<file path="src/hdl/see_pkg.sv">
// Shared types, character constants and lookup functions for the string escape encoder.
// Used by the front end, the descriptor queue, the back end and the top level.
package see_pkg;

  // Default depth of the queue between the front end and the back end.
  localparam int unsigned QueueDepthDefault = 2;

  // Character codes that the encoder emits.
  localparam logic [7:0] CharQuote     = 8'h22;
  localparam logic [7:0] CharBackslash = 8'h5c;
  localparam logic [7:0] CharX         = 8'h78;
  localparam logic [7:0] CharNul       = 8'h00;

  // How a byte is written out.
  typedef enum logic [1:0] {
    KIND_CLOSE = 2'd0,  // terminating zero: closing quote
    KIND_LIT   = 2'd1,  // printable byte, passed through
    KIND_ESC   = 2'd2,  // backslash and one letter
    KIND_HEX   = 2'd3   // backslash, x and two hex digits
  } char_kind_e;

  // One classified byte on its way from the front end to the back end.
  typedef struct packed {
    logic       open_quote;  // an opening quote goes first
    char_kind_e kind;
    logic [7:0] data_byte;
  } desc_t;

  // Queue status seen by both sides.
  typedef struct packed {
    logic full;
    logic empty;
  } queue_status_t;

  // Letter of a two-character escape, or NUL if the byte has none.
  function automatic logic [7:0] escape_letter(input logic [7:0] b);
    logic [7:0] letter;
    case (b)
      8'd34:   letter = CharQuote;
      8'd92:   letter = CharBackslash;
      8'd10:   letter = 8'h6e;  // n
      8'd13:   letter = 8'h72;  // r
      8'd9:    letter = 8'h74;  // t
      8'd12:   letter = 8'h66;  // f
      8'd11:   letter = 8'h76;  // v
      8'd8:    letter = 8'h62;  // b
      default: letter = CharNul;
    endcase
    return letter;
  endfunction

  // Lowercase hex digit for one nibble.
  function automatic logic [7:0] hex_digit(input logic [3:0] nib);
    logic [7:0] digit;
    if (nib < 4'd10) begin
      digit = 8'h30 + {4'd0, nib};
    end else begin
      digit = 8'h57 + {4'd0, nib};
    end
    return digit;
  endfunction

endpackage

</file>
<file path="src/hdl/see_front.sv">
// Front end of the string escape encoder: accepts bytes and classifies them.
// Depends on see_pkg for the descriptor type and the escape lookup.
module see_front (
  input  logic              clk_i,
  input  logic              rst_ni,
  input  logic              in_valid_i,
  input  logic [7:0]        data_byte_i,
  input  logic              queue_full_i,
  output logic              in_stall_o,
  output logic              push_o,
  output see_pkg::desc_t    desc_o
);

  logic quote_opened_q;
  logic quote_opened_d;
  logic accept;

  // A transaction is taken whenever the queue has room.
  assign in_stall_o = queue_full_i;
  assign accept     = in_valid_i && !queue_full_i;
  assign push_o     = accept;

  // Classify the byte and note whether an opening quote is due.
  always_comb begin
    desc_o.open_quote = !quote_opened_q;
    desc_o.data_byte  = data_byte_i;
    if (data_byte_i == see_pkg::CharNul) begin
      desc_o.kind = see_pkg::KIND_CLOSE;
    end else if (data_byte_i inside {[8'd32:8'd126]} &&
                 data_byte_i != see_pkg::CharQuote &&
                 data_byte_i != see_pkg::CharBackslash) begin
      desc_o.kind = see_pkg::KIND_LIT;
    end else if (see_pkg::escape_letter(data_byte_i) != see_pkg::CharNul) begin
      desc_o.kind = see_pkg::KIND_ESC;
    end else begin
      desc_o.kind = see_pkg::KIND_HEX;
    end
  end

  // A string stays open until its terminating zero is taken.
  always_comb begin
    quote_opened_d = quote_opened_q;
    if (accept) begin
      quote_opened_d = (data_byte_i != see_pkg::CharNul);
    end
  end

  always_ff @(posedge clk_i or negedge rst_ni) begin
    if (!rst_ni) begin
      quote_opened_q <= 1'b0;
    end else begin
      quote_opened_q <= quote_opened_d;
    end
  end

endmodule

</file>
<file path="src/hdl/see_queue.sv">
// Short descriptor queue between the front end and the back end.
// Depends on see_pkg for the descriptor and status types.
module see_queue #(
  parameter int unsigned Depth = see_pkg::QueueDepthDefault
) (
  input  logic                  clk_i,
  input  logic                  rst_ni,
  input  logic                  push_i,
  input  see_pkg::desc_t        desc_i,
  input  logic                  pop_i,
  output see_pkg::desc_t        desc_o,
  output see_pkg::queue_status_t status_o
);

  localparam int unsigned PtrW = (Depth > 1) ? $clog2(Depth) : 1;
  localparam int unsigned CntW = $clog2(Depth + 1);
  localparam logic [PtrW-1:0] PtrLast = PtrW'(Depth - 1);
  localparam logic [CntW-1:0] CntFull = CntW'(Depth);
  localparam logic [PtrW-1:0] PtrOne  = PtrW'(1);
  localparam logic [CntW-1:0] CntOne  = CntW'(1);

  see_pkg::desc_t  entries_q [Depth];
  logic [PtrW-1:0] wr_ptr_q, wr_ptr_d;
  logic [PtrW-1:0] rd_ptr_q, rd_ptr_d;
  logic [CntW-1:0] count_q, count_d;
  logic            do_push;
  logic            do_pop;

  assign status_o.full  = (count_q == CntFull);
  assign status_o.empty = (count_q == '0);
  assign do_push = push_i && !status_o.full;
  assign do_pop  = pop_i && !status_o.empty;
  assign desc_o  = entries_q[rd_ptr_q];

  // Pointer and occupancy update.
  always_comb begin
    wr_ptr_d = wr_ptr_q;
    rd_ptr_d = rd_ptr_q;
    count_d  = count_q;
    if (do_push) begin
      wr_ptr_d = (wr_ptr_q == PtrLast) ? '0 : wr_ptr_q + PtrOne;
    end
    if (do_pop) begin
      rd_ptr_d = (rd_ptr_q == PtrLast) ? '0 : rd_ptr_q + PtrOne;
    end
    if (do_push && !do_pop) begin
      count_d = count_q + CntOne;
    end else if (do_pop && !do_push) begin
      count_d = count_q - CntOne;
    end
  end

  always_ff @(posedge clk_i or negedge rst_ni) begin
    if (!rst_ni) begin
      wr_ptr_q <= '0;
      rd_ptr_q <= '0;
      count_q  <= '0;
    end else begin
      wr_ptr_q <= wr_ptr_d;
      rd_ptr_q <= rd_ptr_d;
      count_q  <= count_d;
    end
  end

  // Entry storage carries payload only.
  always_ff @(posedge clk_i) begin
    if (do_push) begin
      entries_q[wr_ptr_q] <= desc_i;
    end
  end

endmodule

</file>
<file path="src/hdl/see_back.sv">
// Back end of the string escape encoder: expands one descriptor into characters.
// Depends on see_pkg for the descriptor type and the character lookups.
module see_back (
  input  logic           clk_i,
  input  logic           rst_ni,
  input  see_pkg::desc_t desc_i,
  input  logic           queue_empty_i,
  output logic           pop_o,
  output logic           out_valid_o,
  input  logic           out_stall_i,
  output logic [7:0]     out_char_o,
  output logic           run_last_o,
  output logic           string_done_o
);

  logic [2:0] pos_q, pos_d;
  logic       out_valid_q, out_valid_d;
  logic [7:0] out_char_q;
  logic       run_last_q;
  logic       string_done_q;
  logic       load;
  logic       fire;
  logic [2:0] base_len;
  logic [2:0] total_len;
  logic [2:0] step;
  logic       is_last;
  logic [7:0] next_char;

  // The output register takes a new character when it is empty or being drained.
  assign load = !out_valid_q || !out_stall_i;
  assign fire = load && !queue_empty_i;

  // Length of the expansion and position within the encoded byte.
  always_comb begin
    case (desc_i.kind)
      see_pkg::KIND_CLOSE: base_len = 3'd1;
      see_pkg::KIND_LIT:   base_len = 3'd1;
      see_pkg::KIND_ESC:   base_len = 3'd2;
      see_pkg::KIND_HEX:   base_len = 3'd4;
      default:             base_len = 3'd1;
    endcase
    total_len = base_len + {2'b00, desc_i.open_quote};
    step      = pos_q - {2'b00, desc_i.open_quote};
    is_last   = (pos_q == total_len - 3'd1);
  end

  // Character at the current position.
  always_comb begin
    if (desc_i.open_quote && pos_q == 3'd0) begin
      next_char = see_pkg::CharQuote;
    end else begin
      case (desc_i.kind)
        see_pkg::KIND_CLOSE: next_char = see_pkg::CharQuote;
        see_pkg::KIND_LIT:   next_char = desc_i.data_byte;
        see_pkg::KIND_ESC: begin
          next_char = (step == 3'd0) ? see_pkg::CharBackslash
                                     : see_pkg::escape_letter(desc_i.data_byte);
        end
        see_pkg::KIND_HEX: begin
          case (step)
            3'd0:    next_char = see_pkg::CharBackslash;
            3'd1:    next_char = see_pkg::CharX;
            3'd2:    next_char = see_pkg::hex_digit(desc_i.data_byte[7:4]);
            default: next_char = see_pkg::hex_digit(desc_i.data_byte[3:0]);
          endcase
        end
        default: next_char = see_pkg::CharQuote;
      endcase
    end
  end

  // Position counter and output valid.
  always_comb begin
    pos_d       = pos_q;
    out_valid_d = out_valid_q;
    if (load) begin
      out_valid_d = !queue_empty_i;
    end
    if (fire) begin
      pos_d = is_last ? 3'd0 : pos_q + 3'd1;
    end
  end

  assign pop_o = fire && is_last;

  always_ff @(posedge clk_i or negedge rst_ni) begin
    if (!rst_ni) begin
      pos_q       <= 3'd0;
      out_valid_q <= 1'b0;
    end else begin
      pos_q       <= pos_d;
      out_valid_q <= out_valid_d;
    end
  end

  // Output payload register.
  always_ff @(posedge clk_i) begin
    if (fire) begin
      out_char_q    <= next_char;
      run_last_q    <= is_last;
      string_done_q <= is_last && (desc_i.kind == see_pkg::KIND_CLOSE);
    end
  end

  assign out_valid_o   = out_valid_q;
  assign out_char_o    = out_char_q;
  assign run_last_o    = run_last_q;
  assign string_done_o = string_done_q;

endmodule

</file>
<file path="src/hdl/string_escape_encoder_unit.sv">
// String escape encoder: turns a NUL-terminated byte stream into a quoted C literal.
// Each accepted byte yields one to five characters (four for a hex escape, five
// when it also opens a string), one per clock cycle at the output while the queue
// holds a byte and out_stall_i is low; that one-character-per-cycle back end sets
// the sustained input rate. The front end takes a new byte every cycle while the
// descriptor queue has room, so bytes queue up while earlier ones are still being
// expanded. run_last_o marks the last character of each byte and string_done_o the
// closing quote. A byte's first character passes the queue, then the output register.
// Depends on see_pkg, see_front, see_queue and see_back.
module string_escape_encoder_unit #(
  parameter int unsigned QueueDepth = see_pkg::QueueDepthDefault
) (
  input  logic       clk_i,
  input  logic       rst_ni,
  input  logic       in_valid_i,
  output logic       in_stall_o,
  input  logic [7:0] data_byte_i,
  output logic       out_valid_o,
  input  logic       out_stall_i,
  output logic [7:0] out_char_o,
  output logic       run_last_o,
  output logic       string_done_o
);

  see_pkg::desc_t         push_desc;
  see_pkg::desc_t         head_desc;
  see_pkg::queue_status_t q_status;
  logic                   push;
  logic                   pop;

  // Front end: accept and classify.
  see_front u_front (
    .clk_i        (clk_i),
    .rst_ni       (rst_ni),
    .in_valid_i   (in_valid_i),
    .data_byte_i  (data_byte_i),
    .queue_full_i (q_status.full),
    .in_stall_o   (in_stall_o),
    .push_o       (push),
    .desc_o       (push_desc)
  );

  // Queue of classified bytes.
  see_queue #(
    .Depth (QueueDepth)
  ) u_queue (
    .clk_i    (clk_i),
    .rst_ni   (rst_ni),
    .push_i   (push),
    .desc_i   (push_desc),
    .pop_i    (pop),
    .desc_o   (head_desc),
    .status_o (q_status)
  );

  // Back end: expand into characters.
  see_back u_back (
    .clk_i         (clk_i),
    .rst_ni        (rst_ni),
    .desc_i        (head_desc),
    .queue_empty_i (q_status.empty),
    .pop_o         (pop),
    .out_valid_o   (out_valid_o),
    .out_stall_i   (out_stall_i),
    .out_char_o    (out_char_o),
    .run_last_o    (run_last_o),
    .string_done_o (string_done_o)
  );

`ifndef SYNTHESIS
  // A closing quote is always the last character of its byte.
  a_done_is_last_quote: assert property (@(posedge clk_i) disable iff (!rst_ni)
    out_valid_o && string_done_o |-> run_last_o && out_char_o == see_pkg::CharQuote)
    else $error("string_done without a final closing quote");

  // The queue can never be full and empty at once.
  a_queue_status: assert property (@(posedge clk_i) disable iff (!rst_ni)
    !(q_status.full && q_status.empty))
    else $error("queue reports full and empty together");

  // Output turns valid only after the queue held a descriptor.
  a_valid_from_queue: assert property (@(posedge clk_i) disable iff (!rst_ni)
    $rose(out_valid_o) |-> $past(!q_status.empty))
    else $error("output valid without a queued descriptor");

  // The queue is only popped while it holds an entry.
  a_pop_nonempty: assert property (@(posedge clk_i) disable iff (!rst_ni)
    pop |-> !q_status.empty)
    else $error("pop from an empty queue");
`endif

endmodule
</file>
<file path="config.mk">
export PLATFORM = sky130hd
export DESIGN_NAME = string_escape_encoder_unit
export DESIGN_NICKNAME = d
export VERILOG_FILES = /design/src/hdl/see_pkg.sv /design/src/hdl/see_front.sv /design/src/hdl/see_queue.sv /design/src/hdl/see_back.sv /design/src/hdl/string_escape_encoder_unit.sv
export SDC_FILE = /design/constraint.sdc
export NUM_CORES = 1
export LEC_CHECK = 0
export BUFFER_PORTS_ARGS = -buffer_cell sky130_fd_sc_hd__buf_4
export CELL_PAD_IN_SITES_DETAIL_PLACEMENT = 1
export CELL_PAD_IN_SITES_GLOBAL_PLACEMENT = 2
export CORE_MARGIN = 2
export CORE_UTILIZATION = 44
export CTS_BUF_LIST = sky130_fd_sc_hd__clkbuf_2
export DETAILED_ROUTE_END_ITERATION = 16
export PLACE_DENSITY_LB_ADDON = 0.1
export SLEW_MARGIN = 20
export SYNTH_ARGS = -nofsm -noshare
export SYNTH_HDL_FRONTEND = slang
export SYNTH_HIERARCHICAL = 1
export SYNTH_SLANG_ARGS = --single-unit
</file>
<file path="constraint.sdc">
create_clock -name clk_i -period 4.51 [get_ports clk_i]
set_input_delay 0.902 -clock clk_i [delete_from_list [all_inputs] [get_ports clk_i]]
set_output_delay 0.902 -clock clk_i [all_outputs]
set_load 0.01 [all_outputs]
</file>
==> summary.txt, run 1 <==
Flow run
  • Max-cap violations: 0

Global route
  • Total global routing overflow: 0
  • Vias in the first global route: 1,866
  • GRT Util Overall: 19.0%
  • First-pass GRT wire length: 9480 µm
  • Global routing's busiest layer: met2
  • Initial antenna violation count: 0
  • Met2 Use GR: roughly a third
  • Met1 usage: 23.2%
  • Largest net degree at the start of global routing: 17
  • Grt met3 use: under 10%

Synth
  • Post-synth EDFFs: 32
  • YS warnings: 6
  • Post-synth top area cell: edfxtp_1
  • Post-synth top area share: a little under two fifths
  • Cells after Synth: between 200 and 250
  • Total nets after synthesis: ~260
  • Area contributors post-synth: edfxtp_1, dfrtp_1, ha_1, mux2_1, buf_4
  • Synthesized area: 2600 µm²
  • Cell with the most instances after synthesis: edfxtp_1
  • Sequential element share of the synthesized area: between 40 and 50%
  • Most used DFF post-synth: edfxtp_1
  • Post-synth ARST share: a little over a fifth
  • Synth unique cells: 65
  • Most frequent cells after synthesis: edfxtp_1, ha_1, inv_1, mux2_1
  • #FFs+latches synth: 41
  • Syn_area_per_cell: approximately 11 µm²

Power and ir drop
  • Pwr dens: roughly 660 nW/µm²
  • Static leakage: approximately 1.1 nW
  • Maximum VDD drop: around 0.26 mV
  • Total power: 1.83 mW

Placed design
  • Placed Area: about 2700 µm²
  • GP Congestion: roughly 0.9
  • Worst slack, placed: around 1.3 ns
  • Number of port buffers: 23
  • Detail Placement HPWL: approximately 4300 µm

Detailed routing
  • Routed wire length: 5680 µm
  • Via/cell ratio: roughly 5.7
  • Post-DRT Antenna Nets: 0
  • Via count: around 1.8k
  • DR iter-0 viols: just over 60
  • Drt first pass iters: 4
  • WL per Instance: 18.0 µm
  • DRC: 0

Clock tree
  • Clock Tree Root: clkbuf_2
  • Postcts setup bufs: 0
  • CTS sink cnt: between 40 and 50
  • CTS max path bufs: 2
  • CTS tree: done
  • Post-CTS Hold Buffers: 0
  • Register clock-pin slew on the reported worst setup and hold paths: 0.20 ns
  • H-tree levels: 2
  • Worst-Skew Late Latency: about 0.38 ns
  • Gates resized, CTS repair: 0
  • CTS Buf Count: 5

Worst setup path
  • Slowest CP cell: dfrtp_1
  • Crit path kind: flip-flop to flip-flop
  • Critical Path End Type: flip-flop
  • WP data required: roughly 4.8 ns
  • Cell Chain, Critical Path: mux2_1, nand2b_1, ha_1, xor2_1, xnor2_1, nor3_1, o21ai_1, ha_1, xor2_1, nor2_1, xor2_1
  • Max Fanout on Critical Path: 13
  • Startpoint Class: flip-flop
  • Max incr delay on CP: just under 0.7 ns
  • CP Data Arrival Time: ~3.5 ns
  • Cell mode on critical path: xor2_1

Die
  • IO Count: 24
  • Die Span Y: around 81 µm
  • Core Box Area: between 5000 and 6000 µm²
  • Die W: just over 80 µm
  • Initial core utilization: about 45%
  • Die area: approximately 6500 µm²
  • Row count: 28

Outcome
  • Status: complete, no violations

Cells and area
  • Layout Cell Area excl Fill: around 2800 µm²
  • Share of cells above drive strength 1: roughly a fifth
  • Layout Nets: around 270
  • N_diodes: 0
  • P&R area growth vs syn: 5.96%

STA
  • Max frequency: 0.308 GHz
  • Fin crit period: approximately 3.2 ns
  • RSZ-0062 raised after global routing: false
  • Slew HR: 36.0%
  • Final hold vios: 0
  • Clock Skew: between 0.008 and 0.009 ns
  • Slew @ Worst Pin: ~0.96 ns
  • Slew Limit Fails: 0
  • TNS Setup: 0 ns
  • Final setup vio count: 0
  • Post-route setup slack: between 1 and 1.5 ns
  • Tcrit/Tclk final: between 70% and 80%

Hold path
  • HP Class: primary input to async pin
## layout make-up
type / instances / area, µm²
Fill cell: 666 / 3060
Multi-Input combinational cell: 154 / 1210
Sequential cell: 41 / 1190
Timing Repair Buffer: 23 / 173
Tap cell: 75 / 93.8
Inverter: 15 / 56.3
Clock buffer: 6 / 30.0
Clock inverter: 2 / 10.0
## placed cells by master (no fill, tap or decap), types with 2 or more instances in the layout
cell type  synthesis  routed
mux2_1            11      11
xor2_1             6       6
a311o_1            2       2
nand4_1            2       2
a21o_1             3       3
nand4b_1           2       2
o21ai_0            9       9
and2b_2            2       2
nand2_2            2       2
a31o_2             2       2
nand3_1            5       5
a32oi_1            2       2
nor3_1             4       4
nand2b_1           4       4
o22ai_1            4       4
inv_1             15      15
nor2b_1            6       6
buf_4              9      23
nand2_1           10      10
clkbuf_2           0       6
xnor2_1            4       4
a21oi_1            7       7
o211ai_1           2       2
nand3b_1           2       2
ha_1              15      15
dfrtp_1            9       9
xnor2_2            2       2
nor2_1            10      10
clkinv_2           0       2
a31oi_1            2       2
o31ai_1            3       3
o221ai_1           2       2
edfxtp_1          32      32
## registers in the layout (all words and copies together), names as in the netlist
| register | count |
|---|---|
| u_back/out_char_o | 8 |
| u_back/out_valid_o | 1 |
| u_back/pos_q | 3 |
| u_back/run_last_o | 1 |
| u_back/string_done_o | 1 |
| u_front/quote_opened_q | 1 |
| u_queue/count_q | 2 |
| u_queue/entries_q | 22 |
| u_queue/rd_ptr_q | 1 |
| u_queue/wr_ptr_q | 1 |
## routing by layer
layer  vias to the layer above  wire length [µm]
met5                         -                 0
met1                       886              2420
li1                        862                 -
met2                        41              2940
met4                         0               127
met3                        10               198
## report_power, final
part	leakage, nW	internal (mW)	switching [mW]
Combinational	0.665	0.411	0.611
Sequential	0.400	0.573	0.0834
Clock	0.0327	0.0391	0.115
## metrics by stage
step	utilization [%]	hold slack [ns]	std cells
after floorplan	-	0.482	229
after CTS	47.4	0.268	316
after global routing	47.4	0.246	316
after detailed placement	46.7	0.507	308
final	47.4	0.296	316
after global placement	46.7	0.485	308
## critical path: cells and delay by family (launching register included)
kind | cells | cell delay [ns]
AO/OA/AOI/OAI | 1 | 0.15
XOR/XNOR | 4 | 0.83
adder cells (fa/ha/maj) | 2 | 0.47
flip-flops | 1 | 0.68
multiplexers | 1 | 0.55
AND/OR/NAND/NOR | 3 | 0.47
## path summary, 6_finish.rpt
path	start	end	slack [ns]	cells after the start
setup / recovery	u_queue/rd_ptr_q$_DFFE_PN0P_	u_queue/count_q[1]$_DFFE_PN0P_	1.26	11
hold / removal	rst_ni	u_queue/rd_ptr_q$_DFFE_PN0P_	0.30	1
setup reg to reg	u_queue/rd_ptr_q$_DFFE_PN0P_	u_queue/count_q[1]$_DFFE_PN0P_	1.26	11
hold reg to reg	u_queue/wr_ptr_q$_DFFE_PN0N_	u_queue/wr_ptr_q$_DFFE_PN0N_	0.55	1
max in group asynchronous	rst_ni	u_queue/count_q[1]$_DFFE_PN0P_	4.08	1
min in group clk_i	u_queue/wr_ptr_q$_DFFE_PN0N_	u_queue/wr_ptr_q$_DFFE_PN0N_	0.55	1
## logic make-up (layout without fill, tap and decap cells)
kind of cell,count (synthesis),count (layout),share of synthesized area (%)
compound gates,51,51,14.2
xor+xnor,12,12,4.62
fa+ha+maj,15,15,7.21
buf+inv,34,46,7.98
flops,41,41,45.6
mux,12,12,5.34
simple gates,64,64,15.0
(Power assumes the default switching activity.)
==> run 2: changes to the inputs <==
- CORE_UTILIZATION: 44 -> 37
- clock period: 4.51 -> 2.6 ns (I/O delays scaled with it)
==> summary.txt, run 2 (same netlist as run 1, synthesis figures left out) <==
Cells and area
  • Register area: around 1200 µm²
  • N_diodes: 0
  • Area occupied by multi-input gates: roughly 1300 µm²
  • Biggest register: u_queue/entries_q
  • Final core occ: a little under half
  • Commonest cells after routing, fill and taps aside: buf_4, edfxtp_1, inv_1, ha_1
  • Layout Nets: between 200 and 300
  • Max reg flops: 22
  • Share of cells above drive strength 1: a little over a third
  • Commonest non-fill, non-tap cell in the layout: buf_4
  • Layout filler cell count: 740
  • P&R area growth vs syn: 18.3%

Clock tree
  • Worst-Skew Late Latency: a little over 0.4 ns
  • CTS Buf Count: 5
  • CTS max path bufs: 2
  • CTS sink cnt: approximately 40
  • Register clock-pin slew on the reported worst setup and hold paths: between 0.2 and 0.25 ns
  • CTS tree: done
  • Clock Tree Root: clkbuf_2
  • H-tree levels: 2

Worst setup path
  • Crit path kind: flip-flop to flip-flop
  • Flop-to-flop setup slack: approximately 0.06 ns
  • R2R Path Start: u_queue/rd_ptr_q$_DFFE_PN0P_
  • FF-to-FF End: u_queue/count_q[1]$_DFFE_PN0P_
  • CP Data Arrival Time: roughly 2.9 ns
  • WP data required: 2.96 ns
  • Startpoint Class: flip-flop
  • Max Fanout on Critical Path: 5
  • Critical Path End Type: flip-flop
  • Worst Reg-to-Reg Cells: 12

Outcome
  • Status: complete, no violations

Detailed routing
  • Via count: between 1.5k and 2k
  • Post-DRT Antenna Nets: 0
  • DRC: 0
  • Routed wire length: 6210 µm
  • Via/cell ratio: 5.18
  • DR iter-0 viols: 53
  • Drt first pass iters: 4
  • WL per Instance: approximately 17 µm

Placed design
  • Detail Placement HPWL: 4670 µm
  • GP Congestion: 0.800
  • Number of port buffers: 23

Power and ir drop
  • Power share of the sequential group: approximately 30%
  • Sw Ratio: between 40% and 50%
  • P_sw: about 1.5 mW
  • Total power: 3.64 mW
  • Clock power frac: 7.8%
  • Static leakage: 1.23 nW
  • Combinational power share: around three fifths
  • Pwr dens: approximately 1200 nW/µm²
  • Int Pwr: 2.10 mW
  • Maximum VDD drop: 0.482 mV

Global route
  • Vias in the first global route: between 1.5k and 2k
  • Total global routing overflow: 0
  • First-pass GRT wire length: 9720 µm
  • Initial antenna violation count: 0
  • GRT Util Overall: 16.7%
  • Largest net degree at the start of global routing: 16

Flow run
  • Max-cap violations: 0

Die
  • Die Span Y: 87.9 µm
  • Die area: roughly 7700 µm²
  • Die W: 87.9 µm
  • IO Count: 24
  • Core Box Area: between 6000 and 7000 µm²
  • Row count: 30
  • Initial core utilization: a little under two fifths

STA
  • Slew HR: 63.1%
  • WHS: roughly 0.32 ns
  • Slew Limit Fails: 0
  • RSZ-0062 raised after global routing: true
  • Tcrit/Tclk final: between 90% and 100%
  • Final setup vio count: 0
  • Slew @ Worst Pin: approximately 0.55 ns
  • Fin crit period: between 2 and 3 ns
  • Final hold vios: 0
  • Max frequency: just under 0.4 GHz
  • Clock Skew: around 0.022 ns

Hold path
  • Hold_sp: out_stall_i
  • Hold path depth: 3
  • Hold endpoint: u_back/out_valid_o$_DFFE_PN0N_
  • HP Class: primary input to flip-flop
[run 2: layout make-up]
type,instances,share of cell area (%)
inverters,15,1.83
flip-flops and latches,41,38.6
clock buffers,5,0.813
clock inverters,3,0.569
multi-input cells,154,41.8
well taps,96,3.90
repair buffers,50,12.5
[run 2: repair_timing]
item,CTS,global route
hold buffers,1,0
endpoints found under the setup margin,1,9
pin swaps,3,5
hold endpoints to repair,9,0
setup buffers,2,2
resized for setup,2,20
[run 2: per-layer routing]
layer  global-route usage, %  share of wire, %
met1                    20.8                44
met2                    29.2                51
met3                    2.92               3.2
met4                    5.73               1.9
met5                       0                 0
[run 2: through the flow]
stage / cell area, µm² / setup TNS, ns / setup slack, ns / std cells
6_report: 3080 / 0 / 0.0591 / 364
5_1_grt: 3080 / -0.217 / -0.112 / 364
4_1_cts: 2990 / 0 / 0.0273 / 362
3_5_place_dp: 2910 / -0.0408 / -0.0408 / 351
3_3_place_gp: 2910 / 0 / 0.0251 / 351
2_1_floorplan: 2610 / 0 / 0.00414 / 229
[run 2: worst max path at each step]
stage / depth (start not counted) / endpoint / from
after CTS: 12 / u_queue/count_q[1]$_DFFE_PN0P_ / u_queue/rd_ptr_q$_DFFE_PN0P_
after global routing: 12 / u_queue/count_q[1]$_DFFE_PN0P_ / u_queue/rd_ptr_q$_DFFE_PN0P_
final: 12 / u_queue/count_q[1]$_DFFE_PN0P_ / u_queue/rd_ptr_q$_DFFE_PN0P_
after detailed placement: 11 / u_queue/count_q[1]$_DFFE_PN0P_ / u_queue/rd_ptr_q$_DFFE_PN0P_
after global placement: 12 / u_queue/count_q[1]$_DFFE_PN0P_ / u_queue/rd_ptr_q$_DFFE_PN0P_
after floorplan: 12 / u_queue/count_q[1]$_DFFE_PN0P_ / u_queue/rd_ptr_q$_DFFE_PN0P_
[run 2: critical path, stage by stage (launching register included)]
cell	delay [ns]
dfrtp_2	0.49
buf_6	0.13
mux2_4	0.32
ha_4	0.17
ha_4	0.25
xor2_1	0.15
nand2_1	0.11
nor3_2	0.22
o21ai_2	0.10
ha_2	0.18
xor2_1	0.13
nor2_1	0.11
xor2_1	0.15
[run 2: power groups by stage]
stage,combinational (mW),sequential (mW),clock [mW]
5_1_grt,2.48,1.15,0.315
3_3_place_gp,2.06,1.13,0
2_1_floorplan,1.34,1.14,0
6_report,2.23,1.12,0.285
3_5_place_dp,2.08,1.14,0
4_1_cts,2.12,1.12,0.297
